<file path="config.mk">
export PLATFORM = sky130hd
export DESIGN_NAME = sim_imsi_response_decoder_unit
export DESIGN_NICKNAME = d
export VERILOG_FILES = /design/src/simd_pkg.sv /design/src/sim_imsi_response_decoder_unit.sv /design/src/simd_imsi_pack.sv
export SDC_FILE = /design/constraint.sdc
export NUM_CORES = 1
export LEC_CHECK = 0
export BUFFER_PORTS_ARGS = -buffer_cell sky130_fd_sc_hd__buf_2
export CAP_MARGIN = 20
export CORE_ASPECT_RATIO = 0.75
export CORE_MARGIN = 2
export CORE_UTILIZATION = 60
export DETAILED_ROUTE_END_ITERATION = 6
export PLACE_DENSITY = 0.8
export SYNTH_ARGS = -nofsm -noshare
export SYNTH_HDL_FRONTEND = slang
export SYNTH_HIERARCHICAL = 1
export SYNTH_SLANG_ARGS = --single-unit
</file>
<file path="constraint.sdc">
create_clock -name clk -period 4.8 [get_ports clk]
set_input_delay 0.48 -clock clk [delete_from_list [all_inputs] [get_ports clk]]
set_output_delay 0.48 -clock clk [all_outputs]
set_load 0.02 [all_outputs]
</file>
<file path="src/simd_pkg.sv">
package simd_pkg;

    localparam int FieldLen  = 18;
    localparam int ImsiLen   = 15;
    localparam int PosW      = 5;
    localparam int StatusW   = 9;
    localparam int NibblesW  = 4 * ImsiLen;
    localparam int OutDataW  = 72;

    localparam logic [StatusW-1:0] StatusMax  = 9'd511;
    localparam logic [StatusW-1:0] SwOkFirst  = 9'h090;
    localparam logic [StatusW-1:0] SwOkSecond = 9'h000;
    localparam logic [StatusW-1:0] SwMore91   = 9'h091;
    localparam logic [StatusW-1:0] SwMore92   = 9'h092;
    localparam logic [StatusW-1:0] SwMore9f   = 9'h09f;
    localparam logic [3:0]         NibF       = 4'd15;

    typedef logic [3:0] nib_t;

    typedef enum logic [2:0] {
        OUT_OK     = 3'd0,
        OUT_FORMAT = 3'd1,
        OUT_STATUS = 3'd2,
        OUT_CHAR   = 3'd3,
        OUT_SHORT  = 3'd4,
        OUT_FPOS   = 3'd5
    } outcome_t;

    typedef struct packed {
        logic [3:0]          digit_count;
        logic [NibblesW-1:0] imsi_nibbles;
        outcome_t            outcome;
    } result_t;

endpackage

</file>
<file path="src/sim_imsi_response_decoder_unit.sv">
// sim read-record reply decoder for the imsi elementary file
//
// s_axis takes the reply text after its tag, one character per item; tlast
// marks the final character. the text is two decimal status words (optional
// whitespace and sign, comma separated) and an optionally quoted 18-character
// field of digits and F/f.
// m_axis gives one item per reply, on the tlast character: outcome code, the
// 15 imsi digits nibble-swapped from the field, and the digit count before
// the first F. digits and count read zero unless the outcome is ok.
// path: the final character is held in the input register while a result is
// not taken, and its result is registered in the result register, which drives
// m_axis_tvalid. throughput: one character per cycle unless a final character
// waits on a held result; the parse state is a single short decode between the
// input register and the state/result registers.
// reset clears the parse state and both valid flags; the block is ready to
// accept a character in the first cycle after reset. after each result the
// parse state returns to its reset values for the next reply.
// when m_axis stalls, a held result only blocks a following final character;
// other characters keep flowing through the input register.
module sim_imsi_response_decoder_unit (
    input  logic        clk,
    input  logic        rst_n,
    input  logic        s_axis_tvalid,
    output logic        s_axis_tready,
    input  logic [7:0]  s_axis_tdata,   // [7:0] text_char
    input  logic        s_axis_tlast,   // end_of_text
    output logic        m_axis_tvalid,
    input  logic        m_axis_tready,
    output logic [simd_pkg::OutDataW-1:0] m_axis_tdata, // [2:0] outcome,
                                                        // [62:3] imsi_nibbles,
                                                        // [66:63] digit_count,
                                                        // [71:67] zero
    output logic        m_axis_tlast
);

    // parse phases: 0..2 first status word, 3..5 second (before sign, after
    // sign, in digits), 6 just after second comma, 7 inside the field
    localparam logic [2:0] PH_S1_PRE  = 3'd0;
    localparam logic [2:0] PH_S1_SIGN = 3'd1;
    localparam logic [2:0] PH_S1_DIG  = 3'd2;
    localparam logic [2:0] PH_S2_PRE  = 3'd3;
    localparam logic [2:0] PH_S2_SIGN = 3'd4;
    localparam logic [2:0] PH_S2_DIG  = 3'd5;
    localparam logic [2:0] PH_OPEN    = 3'd6;
    localparam logic [2:0] PH_FIELD   = 3'd7;

    localparam logic [7:0] ChNul   = 8'h00;
    localparam logic [7:0] ChPlus  = 8'h2b;
    localparam logic [7:0] ChMinus = 8'h2d;
    localparam logic [7:0] ChComma = 8'h2c;
    localparam logic [7:0] ChQuote = 8'h22;
    localparam logic [7:0] ChSpace = 8'h20;
    localparam logic [7:0] ChTab   = 8'h09;
    localparam logic [7:0] ChCr    = 8'h0d;
    localparam logic [7:0] ChZero  = 8'h30;
    localparam logic [7:0] ChNine  = 8'h39;
    localparam logic [7:0] ChUpF   = 8'h46;
    localparam logic [7:0] ChLowF  = 8'h66;

    localparam logic [simd_pkg::PosW-1:0] PosFull = simd_pkg::PosW'(simd_pkg::FieldLen);

    // input register
    logic       in_valid_reg;
    logic [7:0] in_char_reg;
    logic       in_last_reg;

    // parse state
    logic [2:0]                    phase_reg, phase_next;
    logic [simd_pkg::StatusW-1:0]  val1_reg, val1_next;
    logic [simd_pkg::StatusW-1:0]  val2_reg, val2_next;
    logic [1:0]                    sign_reg, sign_next;
    logic [simd_pkg::PosW-1:0]     pos_reg, pos_next;
    simd_pkg::outcome_t            err_reg, err_next;
    simd_pkg::nib_t                digits_reg  [simd_pkg::FieldLen];
    simd_pkg::nib_t                digits_next [simd_pkg::FieldLen];

    // result register
    logic                          out_valid_reg;
    logic [simd_pkg::OutDataW-1:0] out_data_reg;

    logic               proceed;
    logic [7:0]         c;
    logic               is_digit;
    logic               is_ws;
    logic               second;
    logic               sub_pre;
    logic               sub_dig;
    logic [simd_pkg::StatusW-1:0] val_cur;
    logic [12:0]        val_acc;
    logic [simd_pkg::StatusW-1:0] val_sat;
    logic               neg1;
    logic               neg2;
    logic               status_ok;
    logic               take_field;
    simd_pkg::outcome_t final_outcome;
    simd_pkg::result_t  result;

    // a final character waits only while a result is held and not taken
    assign proceed       = in_valid_reg && (!in_last_reg || !out_valid_reg || m_axis_tready);
    assign s_axis_tready = !in_valid_reg || proceed;

    assign c        = in_char_reg;
    assign is_digit = (c >= ChZero) && (c <= ChNine);
    assign is_ws    = (c == ChSpace) || ((c >= ChTab) && (c <= ChCr));
    assign second   = (phase_reg >= PH_S2_PRE);
    assign sub_pre  = (phase_reg == PH_S1_PRE) || (phase_reg == PH_S2_PRE);
    assign sub_dig  = (phase_reg == PH_S1_DIG) || (phase_reg == PH_S2_DIG);
    assign val_cur  = second ? val2_reg : val1_reg;

    // value * 10 + digit, saturating at 511
    assign val_acc = {1'b0, val_cur, 3'b000} + {3'b000, val_cur, 1'b0} + {9'd0, c[3:0]};
    assign val_sat = (val_acc > {4'd0, simd_pkg::StatusMax}) ?
                     simd_pkg::StatusMax : val_acc[simd_pkg::StatusW-1:0];

    // minus zero counts as zero
    assign neg1 = sign_reg[0] && (val1_reg != '0);
    assign neg2 = sign_reg[1] && (val2_reg != '0);
    assign status_ok = !neg1 &&
        (((val1_reg == simd_pkg::SwOkFirst) && (val2_reg == simd_pkg::SwOkSecond) && !neg2) ||
         (val1_reg == simd_pkg::SwMore91) || (val1_reg == simd_pkg::SwMore92) ||
         (val1_reg == simd_pkg::SwMore9f));

    always_comb
    begin
        phase_next  = phase_reg;
        val1_next   = val1_reg;
        val2_next   = val2_reg;
        sign_next   = sign_reg;
        pos_next    = pos_reg;
        err_next    = err_reg;
        digits_next = digits_reg;
        take_field  = 1'b0;

        // the first error latches and everything after it is ignored
        if (err_reg == simd_pkg::OUT_OK)
        begin
            if (c == ChNul)
            begin
                if (phase_reg != PH_FIELD)
                begin
                    err_next = simd_pkg::OUT_FORMAT;
                end
                else if (pos_reg < PosFull)
                begin
                    err_next = simd_pkg::OUT_SHORT;
                end
            end
            else if (phase_reg < PH_OPEN)
            begin
                if (sub_pre && is_ws)
                begin
                    phase_next = phase_reg;
                end
                else if (sub_pre && ((c == ChPlus) || (c == ChMinus)))
                begin
                    if (c == ChMinus)
                    begin
                        sign_next[second] = 1'b1;
                    end
                    phase_next = second ? PH_S2_SIGN : PH_S1_SIGN;
                end
                else if (is_digit)
                begin
                    if (second)
                    begin
                        val2_next = val_sat;
                    end
                    else
                    begin
                        val1_next = val_sat;
                    end
                    phase_next = second ? PH_S2_DIG : PH_S1_DIG;
                end
                else if (sub_dig && (c == ChComma))
                begin
                    phase_next = second ? PH_OPEN : PH_S2_PRE;
                end
                else
                begin
                    err_next = simd_pkg::OUT_FORMAT;
                end
            end
            else
            begin
                take_field = 1'b1;
                if (phase_reg == PH_OPEN)
                begin
                    phase_next = PH_FIELD;
                    if (!status_ok)
                    begin
                        err_next   = simd_pkg::OUT_STATUS;
                        take_field = 1'b0;
                    end
                    else if (c == ChQuote)
                    begin
                        // opening quote is skipped
                        take_field = 1'b0;
                    end
                end
                // characters past the field end are ignored
                if (take_field && (pos_reg < PosFull))
                begin
                    if (is_digit)
                    begin
                        digits_next[pos_reg] = c[3:0];
                        pos_next = pos_reg + 1'b1;
                    end
                    else if ((c == ChUpF) || (c == ChLowF))
                    begin
                        digits_next[pos_reg] = simd_pkg::NibF;
                        pos_next = pos_reg + 1'b1;
                    end
                    else if (c == ChQuote)
                    begin
                        err_next = simd_pkg::OUT_SHORT;
                    end
                    else
                    begin
                        err_next = simd_pkg::OUT_CHAR;
                    end
                end
            end
        end
    end

    // end-of-text checks on the state after the final character
    always_comb
    begin
        final_outcome = err_next;
        if ((final_outcome == simd_pkg::OUT_OK) && (phase_next != PH_FIELD))
        begin
            final_outcome = simd_pkg::OUT_FORMAT;
        end
        if ((final_outcome == simd_pkg::OUT_OK) && (pos_next < PosFull))
        begin
            final_outcome = simd_pkg::OUT_SHORT;
        end
    end

    simd_imsi_pack u_pack (
        .outcome_in   (final_outcome),
        .field_digits (digits_next),
        .result       (result)
    );

    always_ff @(posedge clk or negedge rst_n)
    begin
        if (!rst_n)
        begin
            in_valid_reg  <= 1'b0;
            in_last_reg   <= 1'b0;
            phase_reg     <= PH_S1_PRE;
            val1_reg      <= '0;
            val2_reg      <= '0;
            sign_reg      <= '0;
            pos_reg       <= '0;
            err_reg       <= simd_pkg::OUT_OK;
            out_valid_reg <= 1'b0;
        end
        else
        begin
            if (s_axis_tready)
            begin
                in_valid_reg <= s_axis_tvalid;
                in_last_reg  <= s_axis_tlast;
            end

            if (proceed)
            begin
                if (in_last_reg)
                begin
                    // reply done: back to the reset state for the next one
                    phase_reg <= PH_S1_PRE;
                    val1_reg  <= '0;
                    val2_reg  <= '0;
                    sign_reg  <= '0;
                    pos_reg   <= '0;
                    err_reg   <= simd_pkg::OUT_OK;
                end
                else
                begin
                    phase_reg <= phase_next;
                    val1_reg  <= val1_next;
                    val2_reg  <= val2_next;
                    sign_reg  <= sign_next;
                    pos_reg   <= pos_next;
                    err_reg   <= err_next;
                end
            end

            if (proceed && in_last_reg)
            begin
                out_valid_reg <= 1'b1;
            end
            else if (m_axis_tready)
            begin
                out_valid_reg <= 1'b0;
            end
        end
    end

    // payload registers, no reset
    always_ff @(posedge clk)
    begin
        if (s_axis_tready)
        begin
            in_char_reg <= s_axis_tdata;
        end
        if (proceed)
        begin
            digits_reg <= digits_next;
        end
        if (proceed && in_last_reg)
        begin
            out_data_reg <= {5'd0, result};
        end
    end

    assign m_axis_tvalid = out_valid_reg;
    assign m_axis_tdata  = out_data_reg;
    assign m_axis_tlast  = 1'b1;

endmodule

</file>
<file path="src/simd_imsi_pack.sv">
module simd_imsi_pack (
    input  simd_pkg::outcome_t outcome_in,
    input  simd_pkg::nib_t     field_digits [simd_pkg::FieldLen],
    output simd_pkg::result_t  result
);

    simd_pkg::nib_t              imsi_d [simd_pkg::ImsiLen];
    logic [simd_pkg::ImsiLen-1:0] is_f;
    logic [simd_pkg::ImsiLen:0]   f_seen;
    logic                         misplaced;
    logic [3:0]                   count;
    logic [simd_pkg::NibblesW-1:0] nibbles;

    // nibble swap: digit 0 from position 2, then pairs (5,4) (7,6) ...
    always_comb
    begin
        imsi_d[0] = field_digits[2];
        for (int i = 1; i < 8; i++)
        begin
            imsi_d[2*i-1] = field_digits[2*i+3];
            imsi_d[2*i]   = field_digits[2*i+2];
        end
    end

    always_comb
    begin
        f_seen[0] = 1'b0;
        misplaced = 1'b0;
        for (int i = 0; i < simd_pkg::ImsiLen; i++)
        begin
            is_f[i]     = (imsi_d[i] == simd_pkg::NibF);
            f_seen[i+1] = f_seen[i] | is_f[i];
            misplaced   = misplaced | (f_seen[i] & ~is_f[i]);
            nibbles[4*i +: 4] = imsi_d[i];
        end
        // index of the first F, 15 when there is none
        count = 4'(simd_pkg::ImsiLen);
        for (int i = simd_pkg::ImsiLen - 1; i >= 0; i--)
        begin
            if (is_f[i])
            begin
                count = 4'(i);
            end
        end
    end

    always_comb
    begin
        result.outcome      = outcome_in;
        result.imsi_nibbles = '0;
        result.digit_count  = '0;
        if (outcome_in == simd_pkg::OUT_OK)
        begin
            if (misplaced)
            begin
                result.outcome = simd_pkg::OUT_FPOS;
            end
            else
            begin
                result.imsi_nibbles = nibbles;
                result.digit_count  = count;
            end
        end
    end

endmodule
</file>
==> results of run 1 <==
## critical path: stages (launching register included)
cell and delay, ns:
edfxtp_1 0.41, o21ai_0 0.34, and4_2 0.47, a31oi_1 0.15
or3_4 0.40, a21o_4 0.37, a21oi_4 0.22, nor2_1 0.07
a21oi_1 0.23, nand4_1 0.37, a221oi_2 0.38, and4_2 0.38
buf_12 0.23, nor3b_1 0.24
## power by group through the flow
| stage | clock (uW) | sequential [uW] | combinational (uW) |
|---|---|---|---|
| 2_1_floorplan | 0 | 1710 | 101 |
| 3_3_place_gp | 0 | 1680 | 205 |
| 3_5_place_dp | 0 | 1680 | 209 |
| 4_1_cts | 1270 | 1650 | 210 |
| 5_1_grt | 1330 | 1650 | 227 |
| 6_report | 1250 | 1650 | 211 |
## placed cells by master, fill, tap and decap left out, drive strengths merged, types with 10 or more instances in the layout
cell type  instances
nand4             16
clkbuf            18
edfxtp           135
o32a              13
and2              62
o21ai             30
mux2i             49
a21oi             73
nand2             75
dfrtp             33
inv               14
and4              10
buf               95
nor2              97
clkinv            10
ha                21
nor3              11
## routing by layer
metal | share of wire | GRT usage
met1 | 0.44 | 0.387
met2 | 0.45 | 0.428
met3 | 0.089 | 0.0589
met4 | 0.018 | 0.0926
met5 | 0 | 0
## area by class of cell
| cell class | instances | area, sq um |
|---|---|---|
| sequential | 168 | 4880 |
| fill | 1060 | 4490 |
| multi-input combinational | 576 | 3750 |
| timing repair buffer | 95 | 536 |
| clock buffer | 18 | 429 |
| tap | 200 | 250 |
| clock inverter | 14 | 109 |
| inverter | 13 | 48.8 |
## per-stage QoR
stage / hold slack [ns] / instance area (sq um) / util
2_1_floorplan: 0.184 / 8960 / -
3_3_place_gp: 0.485 / 9470 / 0.653
3_5_place_dp: 0.495 / 9470 / 0.653
4_1_cts: 0.141 / 10000 / 0.690
5_1_grt: 0.170 / 10000 / 0.690
6_report: 0.121 / 10000 / 0.690
## path summary, 6_finish.rpt
path	start	to	slack, ns	cells after the start
worst max register to register	c[1]$_DFFE_PP_	m_axis_tdata[64]$_DFFE_PP_	0.33	13
min in group clk	s_axis_tdata[0]	c[0]$_DFFE_PP_	0.22	1
max in group asynchronous	rst_n	val1_reg[2]$_DFFE_PN0P_	4.18	1
worst min register to register	val1_reg[8]$_DFFE_PN0P_	val1_reg[8]$_DFFE_PN0P_	0.51	2
worst min-delay path	rst_n	in_last_reg$_DFFE_PN0P_	0.12	1
worst max-delay path	c[1]$_DFFE_PP_	m_axis_tdata[64]$_DFFE_PP_	0.33	13
## repair_timing
item                                    4_1_cts  5_1_grt
gates resized for setup                       0        2
endpoints found under the setup margin        0       55
buffers inserted                              0        0
==> results.sh, run 1 <==
export IMPL_status="finished clean"
export IMPL_wl_per_cell_um=19.6
export IMPL_coreArea_sq_mm=0.0145
export IMPL_cts_tree="done"
export IMPL_dp_hpwl_um=14600
export IMPL_place_congestion=0.910
export IMPL_finalNonFillerCells=1084
export IMPL_synthToLayoutAreaGrowth_pct=11.8
export IMPL_hold_viol=0
export IMPL_place_ws_ns=0.200
export IMPL_drc_errors=0
export IMPL_ctsHoldBuffers=0
export IMPL_synth_warnings=6
export IMPL_period_share=0.932
export IMPL_internal_power_uw=2380
export IMPL_fin_worst_skew_ns=0.00977
export IMPL_maxCapViolCount=0
export IMPL_avgSynthCellArea_sq_um=11.1
export IMPL_antenna_found_initial=0
export IMPL_vias_per_cell=6.22
export IMPL_numClockSinks=168
export IMPL_cts_made_buffers=17
export IMPL_root_buffer="clkbuf_16"
export IMPL_ir_drop_v=0.000240
export IMPL_num_io_pins=88
export IMPL_grt_pass1_vias=6348
export IMPL_num_rows=38
export IMPL_largest_register_ffs=67
export IMPL_holdCritPathClass="in2async"
export IMPL_fmax_mhz=224
export IMPL_power_density_mw_per_mm2=311
export IMPL_p_sw_frac=0.235
export IMPL_rsz0062_at_grt="no"
export IMPL_fp_dieArea_sq_mm=0.0159
export IMPL_clock_latency_ns=0.43
export IMPL_power_frac_comb=0.068
export IMPL_grt_max_degree=73
export IMPL_clockBufferDepth=2
export IMPL_n_antenna_cell=0
export IMPL_end_kind="register"
export IMPL_grtUsageTotal=0.274
export IMPL_required_ns=5.05
export IMPL_vias=6742
export IMPL_place_port_buffers=81
export IMPL_first_iter_violations=685
export IMPL_drive_gt1_frac=0.175
export IMPL_p_clk_frac=0.403
export IMPL_dieWidth_um=145
export IMPL_cts_max_level=4
export IMPL_worstSetupStartpointType="register"
export IMPL_path_max_fanout=55
export IMPL_grt_ovfl_total=0
export IMPL_cellLeakagePower_uw=0.00394
export IMPL_p_seq_frac=0.529
export IMPL_power_switching_uw=732
export IMPL_synthesis_instances=803
export IMPL_initial_core_util=0.617
export IMPL_grt_first_pass_wirelength_um=34100
export IMPL_tns_ns=0
export IMPL_maxSlewHeadroom=0.379
export IMPL_period_minus_slack_ns=4.47
export IMPL_drt_wl_total_um=21200
export IMPL_dr_pass1_iters=5
export IMPL_dp_cells=1052
export IMPL_setup_viol=0
export IMPL_total_power_uw=3110
export IMPL_crit_type="reg2reg"
export IMPL_num_nets_final=907
export IMPL_cp_arrival_ns=4.72
export IMPL_worst_pin_slew_ns=0.932
export IMPL_drv_slew=0
export IMPL_drtAntennaViolNets=0
export IMPL_die_h_um=110
export IMPL_clk_pin_slew_ns=0.07
export IMPL_fin_ws_ns=0.328
export IMPL_synth_area_sq_mm=0.00895
No activity file was read; power rests on OpenSTA's default activity.
==> inputs of run 2 (changes only) <==
--- a/config.mk
+++ b/config.mk
@@ -11,8 +11,7 @@
 export CORE_MARGIN = 2
 export CORE_UTILIZATION = 60
 export DETAILED_ROUTE_END_ITERATION = 6
-export PLACE_DENSITY = 0.8
+export PLACE_DENSITY = 0.81
 export SYNTH_ARGS = -nofsm -noshare
 export SYNTH_HDL_FRONTEND = slang
-export SYNTH_HIERARCHICAL = 1
 export SYNTH_SLANG_ARGS = --single-unit
==> run 2 against run 1 <==
Sequential share of layout area is 0.58 points lower. Sequential cell count did not move. Clock power grew 21%. Highest routed layer unchanged. Wire length shrank 2.0%. Fmax is 1.1% lower. Critical endpoint is now m_axis_tdata[11]$_SDFFCE_PP0P_.
==> results.sh, run 2 <==
export IMPL_drv_slew=0
export IMPL_drive_gt1_frac=0.215
export IMPL_mostFrequentLayoutCells="edfxtp_1 (135), nor2_1 (104), buf_2 (81)"
export IMPL_numClockSinks=168
export IMPL_total_power_uw=4140
export IMPL_power_density_mw_per_mm2=409
export IMPL_slowest_stage="nor4_1"
export IMPL_cts_setup_buffers=0
export IMPL_crit_family="simple AND/OR/NAND/NOR gates"
export IMPL_initial_core_util=0.610
export IMPL_grt_first_pass_wirelength_um=33600
export IMPL_required_ns=5.06
export IMPL_num_io_pins=88
export IMPL_grt_max_degree=65
export IMPL_drc_errors=0
export IMPL_ctsHoldBuffers=0
export IMPL_vias_per_cell=6.21
export IMPL_grt_pass1_vias=6390
export IMPL_n_antenna_cell=0
export IMPL_crit_type="reg2reg"
export IMPL_largest_register_ffs=67
export IMPL_drtAntennaViolNets=0
export IMPL_cp_arrival_ns=4.79
export IMPL_finalNonFillerCells=1109
export IMPL_synth_edf_count=135
export IMPL_fin_worst_skew_ns=0.0103
export IMPL_path_buf_inv=1
export IMPL_period_minus_slack_ns=4.52
export IMPL_wl_per_cell_um=18.8
export IMPL_fp_dieArea_sq_mm=0.0156
export IMPL_worst_pin_slew_ns=0.961
export IMPL_synth_top_cell_area_share=0.461
export IMPL_num_nets_final=932
export IMPL_hold_viol=0
export IMPL_ir_drop_v=0.000287
export IMPL_cts_made_buffers=17
export IMPL_place_ws_ns=0.453
export IMPL_cellLeakagePower_uw=0.00391
export IMPL_synth_distinct_cells=74
export IMPL_die_h_um=109
export IMPL_ys_top_cells_by_area="edfxtp_1 (46%), dfrtp_1 (9.4%), nor2_1 (4.4%)"
export IMPL_clk_pin_slew_ns=0.07
export IMPL_maxSlewHeadroom=0.359
export IMPL_place_port_buffers=81
export IMPL_ys_seq_elements=168
export IMPL_drt_wl_total_um=20800
export IMPL_final_area_sq_mm=0.0101
export IMPL_postSynth_asyncResetShare=0.196
export IMPL_synth_flop_cell="edfxtp_1"
export IMPL_place_area_sq_mm=0.00948
export IMPL_yosysSeqAreaShare=0.555
export IMPL_cpPeakStageDelay_ns=0.79
export IMPL_coreArea_sq_mm=0.0144
export IMPL_holdCritPathClass="in2async"
export IMPL_path_max_fanout=64
export IMPL_synthToLayoutAreaGrowth_pct=15.2
export IMPL_dr_pass1_iters=6
export IMPL_rsz0062_at_grt="no"
export IMPL_status="finished clean"
export IMPL_dp_hpwl_um=14800
export IMPL_first_iter_violations=777
export IMPL_period_share=0.942
export IMPL_synth_most_common_cell="edfxtp_1"
export IMPL_synth_top_cell_by_area="edfxtp_1"
export IMPL_dieWidth_um=144
export IMPL_cts_max_level=4
export IMPL_synth_commonest_cells="edfxtp_1 (135), nor2_1 (104), inv_1 (69), o22ai_1 (48), nand2_1 (46)"
export IMPL_clockBufferDepth=2
export IMPL_cts_tree="done"
export IMPL_grt_ovfl_total=0
export IMPL_dp_cells=1077
export IMPL_fmax_mhz=221
export IMPL_worstSetupStartpointType="register"
export IMPL_clock_latency_ns=0.43
export IMPL_num_rows=38
export IMPL_maxCapViolCount=0
export IMPL_place_congestion=0.983
export IMPL_synth_area_sq_mm=0.00879
export IMPL_antenna_found_initial=0
export IMPL_ctsResizeCount=0
export IMPL_synthesis_instances=806
export IMPL_setup_viol=0
export IMPL_end_kind="register"
export IMPL_synth_warnings=0
export IMPL_root_buffer="clkbuf_16"
export IMPL_mostFrequentLayoutCell="edfxtp_1"
export IMPL_vias=6890
export IMPL_avgSynthCellArea_sq_um=10.9
export IMPL_tns_ns=0
export IMPL_grtUsageTotal=0.281
export IMPL_fin_ws_ns=0.278
export IMPL_final_fill_count=1035
export IMPL_crit_chain="nor4_1, a211oi_2, nand2b_1, nor4_2, o22ai_1, and2b_1, nand3_1, a211o_1, or4b_2, buf_12, a211oi_1"
-- run 2: cell families after synthesis --
group | synth area share
DFF | 0.555
other | 0.000854
xor gates and xnor gates | 0.00697
adders and majority gates | 0.0344
AOI/OAI and AO/OA | 0.139
muxes | 0.0390
and+or+nand+nor | 0.171
buffers and inverters | 0.0532
-- run 2: layout make-up --
| type | instances | area, sq um | share of cell area |
|---|---|---|---|
| flip-flops and latches | 168 | 4880 | 0.482 |
| well taps | 200 | 250 | 0.0247 |
| clock buffers | 19 | 433 | 0.0427 |
| multi-input cells | 531 | 3460 | 0.342 |
| repair buffers | 109 | 628 | 0.0620 |
| clock inverters | 13 | 215 | 0.0213 |
| inverters | 69 | 259 | 0.0256 |
-- run 2: path summary, 6_finish.rpt --
check,startpoint,end,slack [ns],cells past startpoint
worst min register to register,sign_reg[0]$_DFFE_PN0P_,sign_reg[0]$_DFFE_PN0P_,0.51,2
worst max-delay path,c[3]$_DFFE_PP_,m_axis_tdata[11]$_SDFFCE_PP0P_,0.28,11
max in group asynchronous,rst_n,val1_reg[2]$_DFFE_PN0P_,4.20,1
min in group clk,s_axis_tdata[0],c[0]$_DFFE_PP_,0.22,1
worst min-delay path,rst_n,m_axis_tvalid$_DFFE_PN0P_,0.11,1
worst max register to register,c[3]$_DFFE_PP_,m_axis_tdata[11]$_SDFFCE_PP0P_,0.28,11
-- run 2: stage by stage --
stage / util / hold slack, ns
finish: 0.703 / 0.111
global route: 0.703 / 0.161
detailed placement: 0.658 / 0.497
global placement: 0.658 / 0.482
CTS: 0.703 / 0.122
floorplan: - / 0.184
-- run 2: worst register-to-register path, stage by stage (launching register included) --
cell and delay (ns):
edfxtp_1 0.55, nor4_1 0.79, a211oi_2 0.18, nand2b_1 0.40, nor4_2 0.17, o22ai_1 0.39
and2b_1 0.26, nand3_1 0.14, a211o_1 0.31, or4b_2 0.68, buf_12 0.23, a211oi_1 0.26
-- run 2: layer usage --
layer / global-route usage / part of all wire / up-vias / wire length, um
met4: 0.0875 / 0.016 / 0 / 337
met3: 0.0558 / 0.096 / 36 / 2010
li1: - / - / 3172 / -
met5: 0 / 0 / - / 0
met1: 0.425 / 0.45 / 3270 / 9410
met2: 0.414 / 0.43 / 412 / 9050
-- run 2: report_power, final --
part           switching, uW  internal (uW)
sequential              94.4           1690
combinational            486            369
clock                    574            932
total                   1150           2990
==> inputs of run 3 (changes only) <==
--- a/config.mk
+++ b/config.mk
@@ -11,7 +11,7 @@
 export CORE_MARGIN = 2
 export CORE_UTILIZATION = 60
 export DETAILED_ROUTE_END_ITERATION = 6
-export PLACE_DENSITY = 0.81
+export PLACE_DENSITY_LB_ADDON = 0.05
 export SYNTH_ARGS = -nofsm -noshare
 export SYNTH_HDL_FRONTEND = slang
 export SYNTH_SLANG_ARGS = --single-unit
==> constraint.sdc (replaced) <==
create_clock -name clk -period 4.24 [get_ports clk]
set_input_delay 0.424 -clock clk [delete_from_list [all_inputs] [get_ports clk]]
set_output_delay 0.424 -clock clk [all_outputs]
set_load 0.02 [all_outputs]
==> run 3 against run 2 <==
Critical endpoint is now m_axis_tdata[65]$_SDFFCE_PP0P_. Sequential share of layout area decreased by 2.3 points. Via count increased by 2.7%. Highest routed layer unchanged. Non-clock buffer count increased by 52. Power increased by 15%.
==> results.sh, run 3 (synthesis results as in run 2) <==
export IMPL_period_minus_slack_ns=4.16
export IMPL_clk_pin_slew_ns=0.07
export IMPL_wl_per_cell_um=19.7
export IMPL_end_kind="register"
export IMPL_worstSetupStartpointType="register"
export IMPL_die_h_um=109
export IMPL_num_nets_final=984
export IMPL_drc_errors=0
export IMPL_clock_latency_ns=0.43
export IMPL_crit_type="reg2reg"
export IMPL_setup_viol=0
export IMPL_hold_viol=0
export IMPL_fmax_mhz=240
export IMPL_place_port_buffers=81
export IMPL_status="finished clean"
export IMPL_num_rows=38
export IMPL_grt_first_pass_wirelength_um=34800
export IMPL_critPathLaunch="pos_reg[1]$_DFFE_PN0P_"
export IMPL_numClockSinks=168
export IMPL_final_area_sq_mm=0.0106
export IMPL_r2r_start="pos_reg[1]$_DFFE_PN0P_"
export IMPL_holdCritPathClass="in2async"
export IMPL_root_buffer="clkbuf_16"
export IMPL_dp_hpwl_um=16300
export IMPL_grt_pass1_vias=6629
export IMPL_place_ws_ns=0.0474
export IMPL_vias_per_cell=6.09
export IMPL_coreArea_sq_mm=0.0144
export IMPL_cts_tree="done"
export IMPL_synthToLayoutAreaGrowth_pct=21.0
export IMPL_utilization=0.739
export IMPL_drt_wl_total_um=22900
export IMPL_vias=7073
export IMPL_antenna_found_initial=0
export IMPL_place_area_sq_mm=0.00981
export IMPL_mostFrequentLayoutCells="edfxtp_1 (135), nor2_1 (104), buf_2 (81)"
export IMPL_worst_pin_slew_ns=0.919
export IMPL_fp_dieArea_sq_mm=0.0156
export IMPL_cts_made_buffers=17
export IMPL_cellLeakagePower_uw=0.00418
export IMPL_dp_cells=1117
export IMPL_drive_gt1_frac=0.270
export IMPL_drv_slew=0
export IMPL_fin_ws_ns=0.0805
export IMPL_ir_drop_v=0.000388
export IMPL_clockBufferDepth=2
export IMPL_dieWidth_um=144
export IMPL_place_congestion=0.986
export IMPL_fin_worst_skew_ns=0.00761
export IMPL_period_share=0.981
export IMPL_power_density_mw_per_mm2=449
export IMPL_maxSlewHeadroom=0.388
export IMPL_grtUsageTotal=0.293
export IMPL_first_iter_violations=770
export IMPL_num_io_pins=88
export IMPL_maxCapViolCount=0
export IMPL_ctsHoldBuffers=0
export IMPL_required_ns=4.52
export IMPL_largest_register_ffs=67
export IMPL_cts_max_level=4
export IMPL_n_antenna_cell=0
export IMPL_initial_core_util=0.610
export IMPL_grt_max_degree=40
export IMPL_dr_pass1_iters=5
export IMPL_rr_worst_depth=12
export IMPL_mostFrequentLayoutCell="edfxtp_1"
export IMPL_path_max_fanout=18
export IMPL_holdWs_ns=0.0491
export IMPL_drtAntennaViolNets=0
export IMPL_finalNonFillerCells=1161
export IMPL_cp_arrival_ns=4.44
export IMPL_grt_ovfl_total=0
run 3: cell types whose count changed in the layout (fill, tap and decap cells not counted), sizes merged:
| cell | change |
|---|---|
| clkbuf | +2 |
| bufinv | -2 |
| buf | +52 |
| inv | +1 |
| clkinv | -1 |
run 3: area by class of cell:
cell class,instances,area (sq um)
Clock inverter,11,160
Multi-Input combinational cell,531,3590
Inverter,69,259
Tap cell,200,250
Clock buffer,21,460
Timing Repair Buffer,161,1040
Sequential cell,168,4880
Fill cell,997,3770
run 3: what timing repair did:
| item | CTS | global route |
|---|---|---|
| buffers inserted | 0 | 12 |
| pin swaps | 0 | 5 |
| setup endpoints to repair | 3 | 82 |
| resized for setup | 2 | 20 |
run 3: layer usage:
metal  GRT usage  part of all wire  vias to the layer above  routed length (um)
met5           0                 0                        -                   0
met4      0.0931             0.022                        0                 512
met3      0.0751             0.085                       47                1940
met2       0.429              0.44                      361               10000
met1       0.431              0.46                     3387               10400
li1            -                 -                     3278                   -
run 3: worst max-delay path: stages, from the launching register on:
cell and delay, ns:
dfrtp_1 0.47, o31ai_2 0.50, o31ai_4 0.24, buf_6 0.23, or4_1 0.54, o21ai_1 0.21
and4b_1 0.29, a21oi_1 0.08, a211o_1 0.24, or4b_2 0.70, buf_4 0.22, buf_12 0.16
nor2_1 0.12
run 3: path summary, 6_finish.rpt:
kind | slack [ns] | end
setup / recovery | 0.08 | m_axis_tdata[65]$_SDFFCE_PP0P_
hold / removal | 0.05 | phase_reg[1]$_DFFE_PN0P_
setup reg to reg | 0.08 | m_axis_tdata[65]$_SDFFCE_PP0P_
hold reg to reg | 0.53 | m_axis_tvalid$_DFFE_PN0P_
max in group asynchronous | 3.71 | val1_reg[4]$_DFFE_PN0P_
min in group clk | 0.17 | c[5]$_DFFE_PP_
run 3: through the flow:
step,power (uW),TNS (ns)
floorplan,2770,0
global placement,3060,0
detailed placement,3110,0
CTS,4740,0
global route,4980,-0.0373
finish,4780,0
run 3: where the power goes:
| part | internal, uW | switching (uW) |
|---|---|---|
| clock network | 974 | 668 |
| logic | 519 | 603 |
| registers | 1910 | 109 |
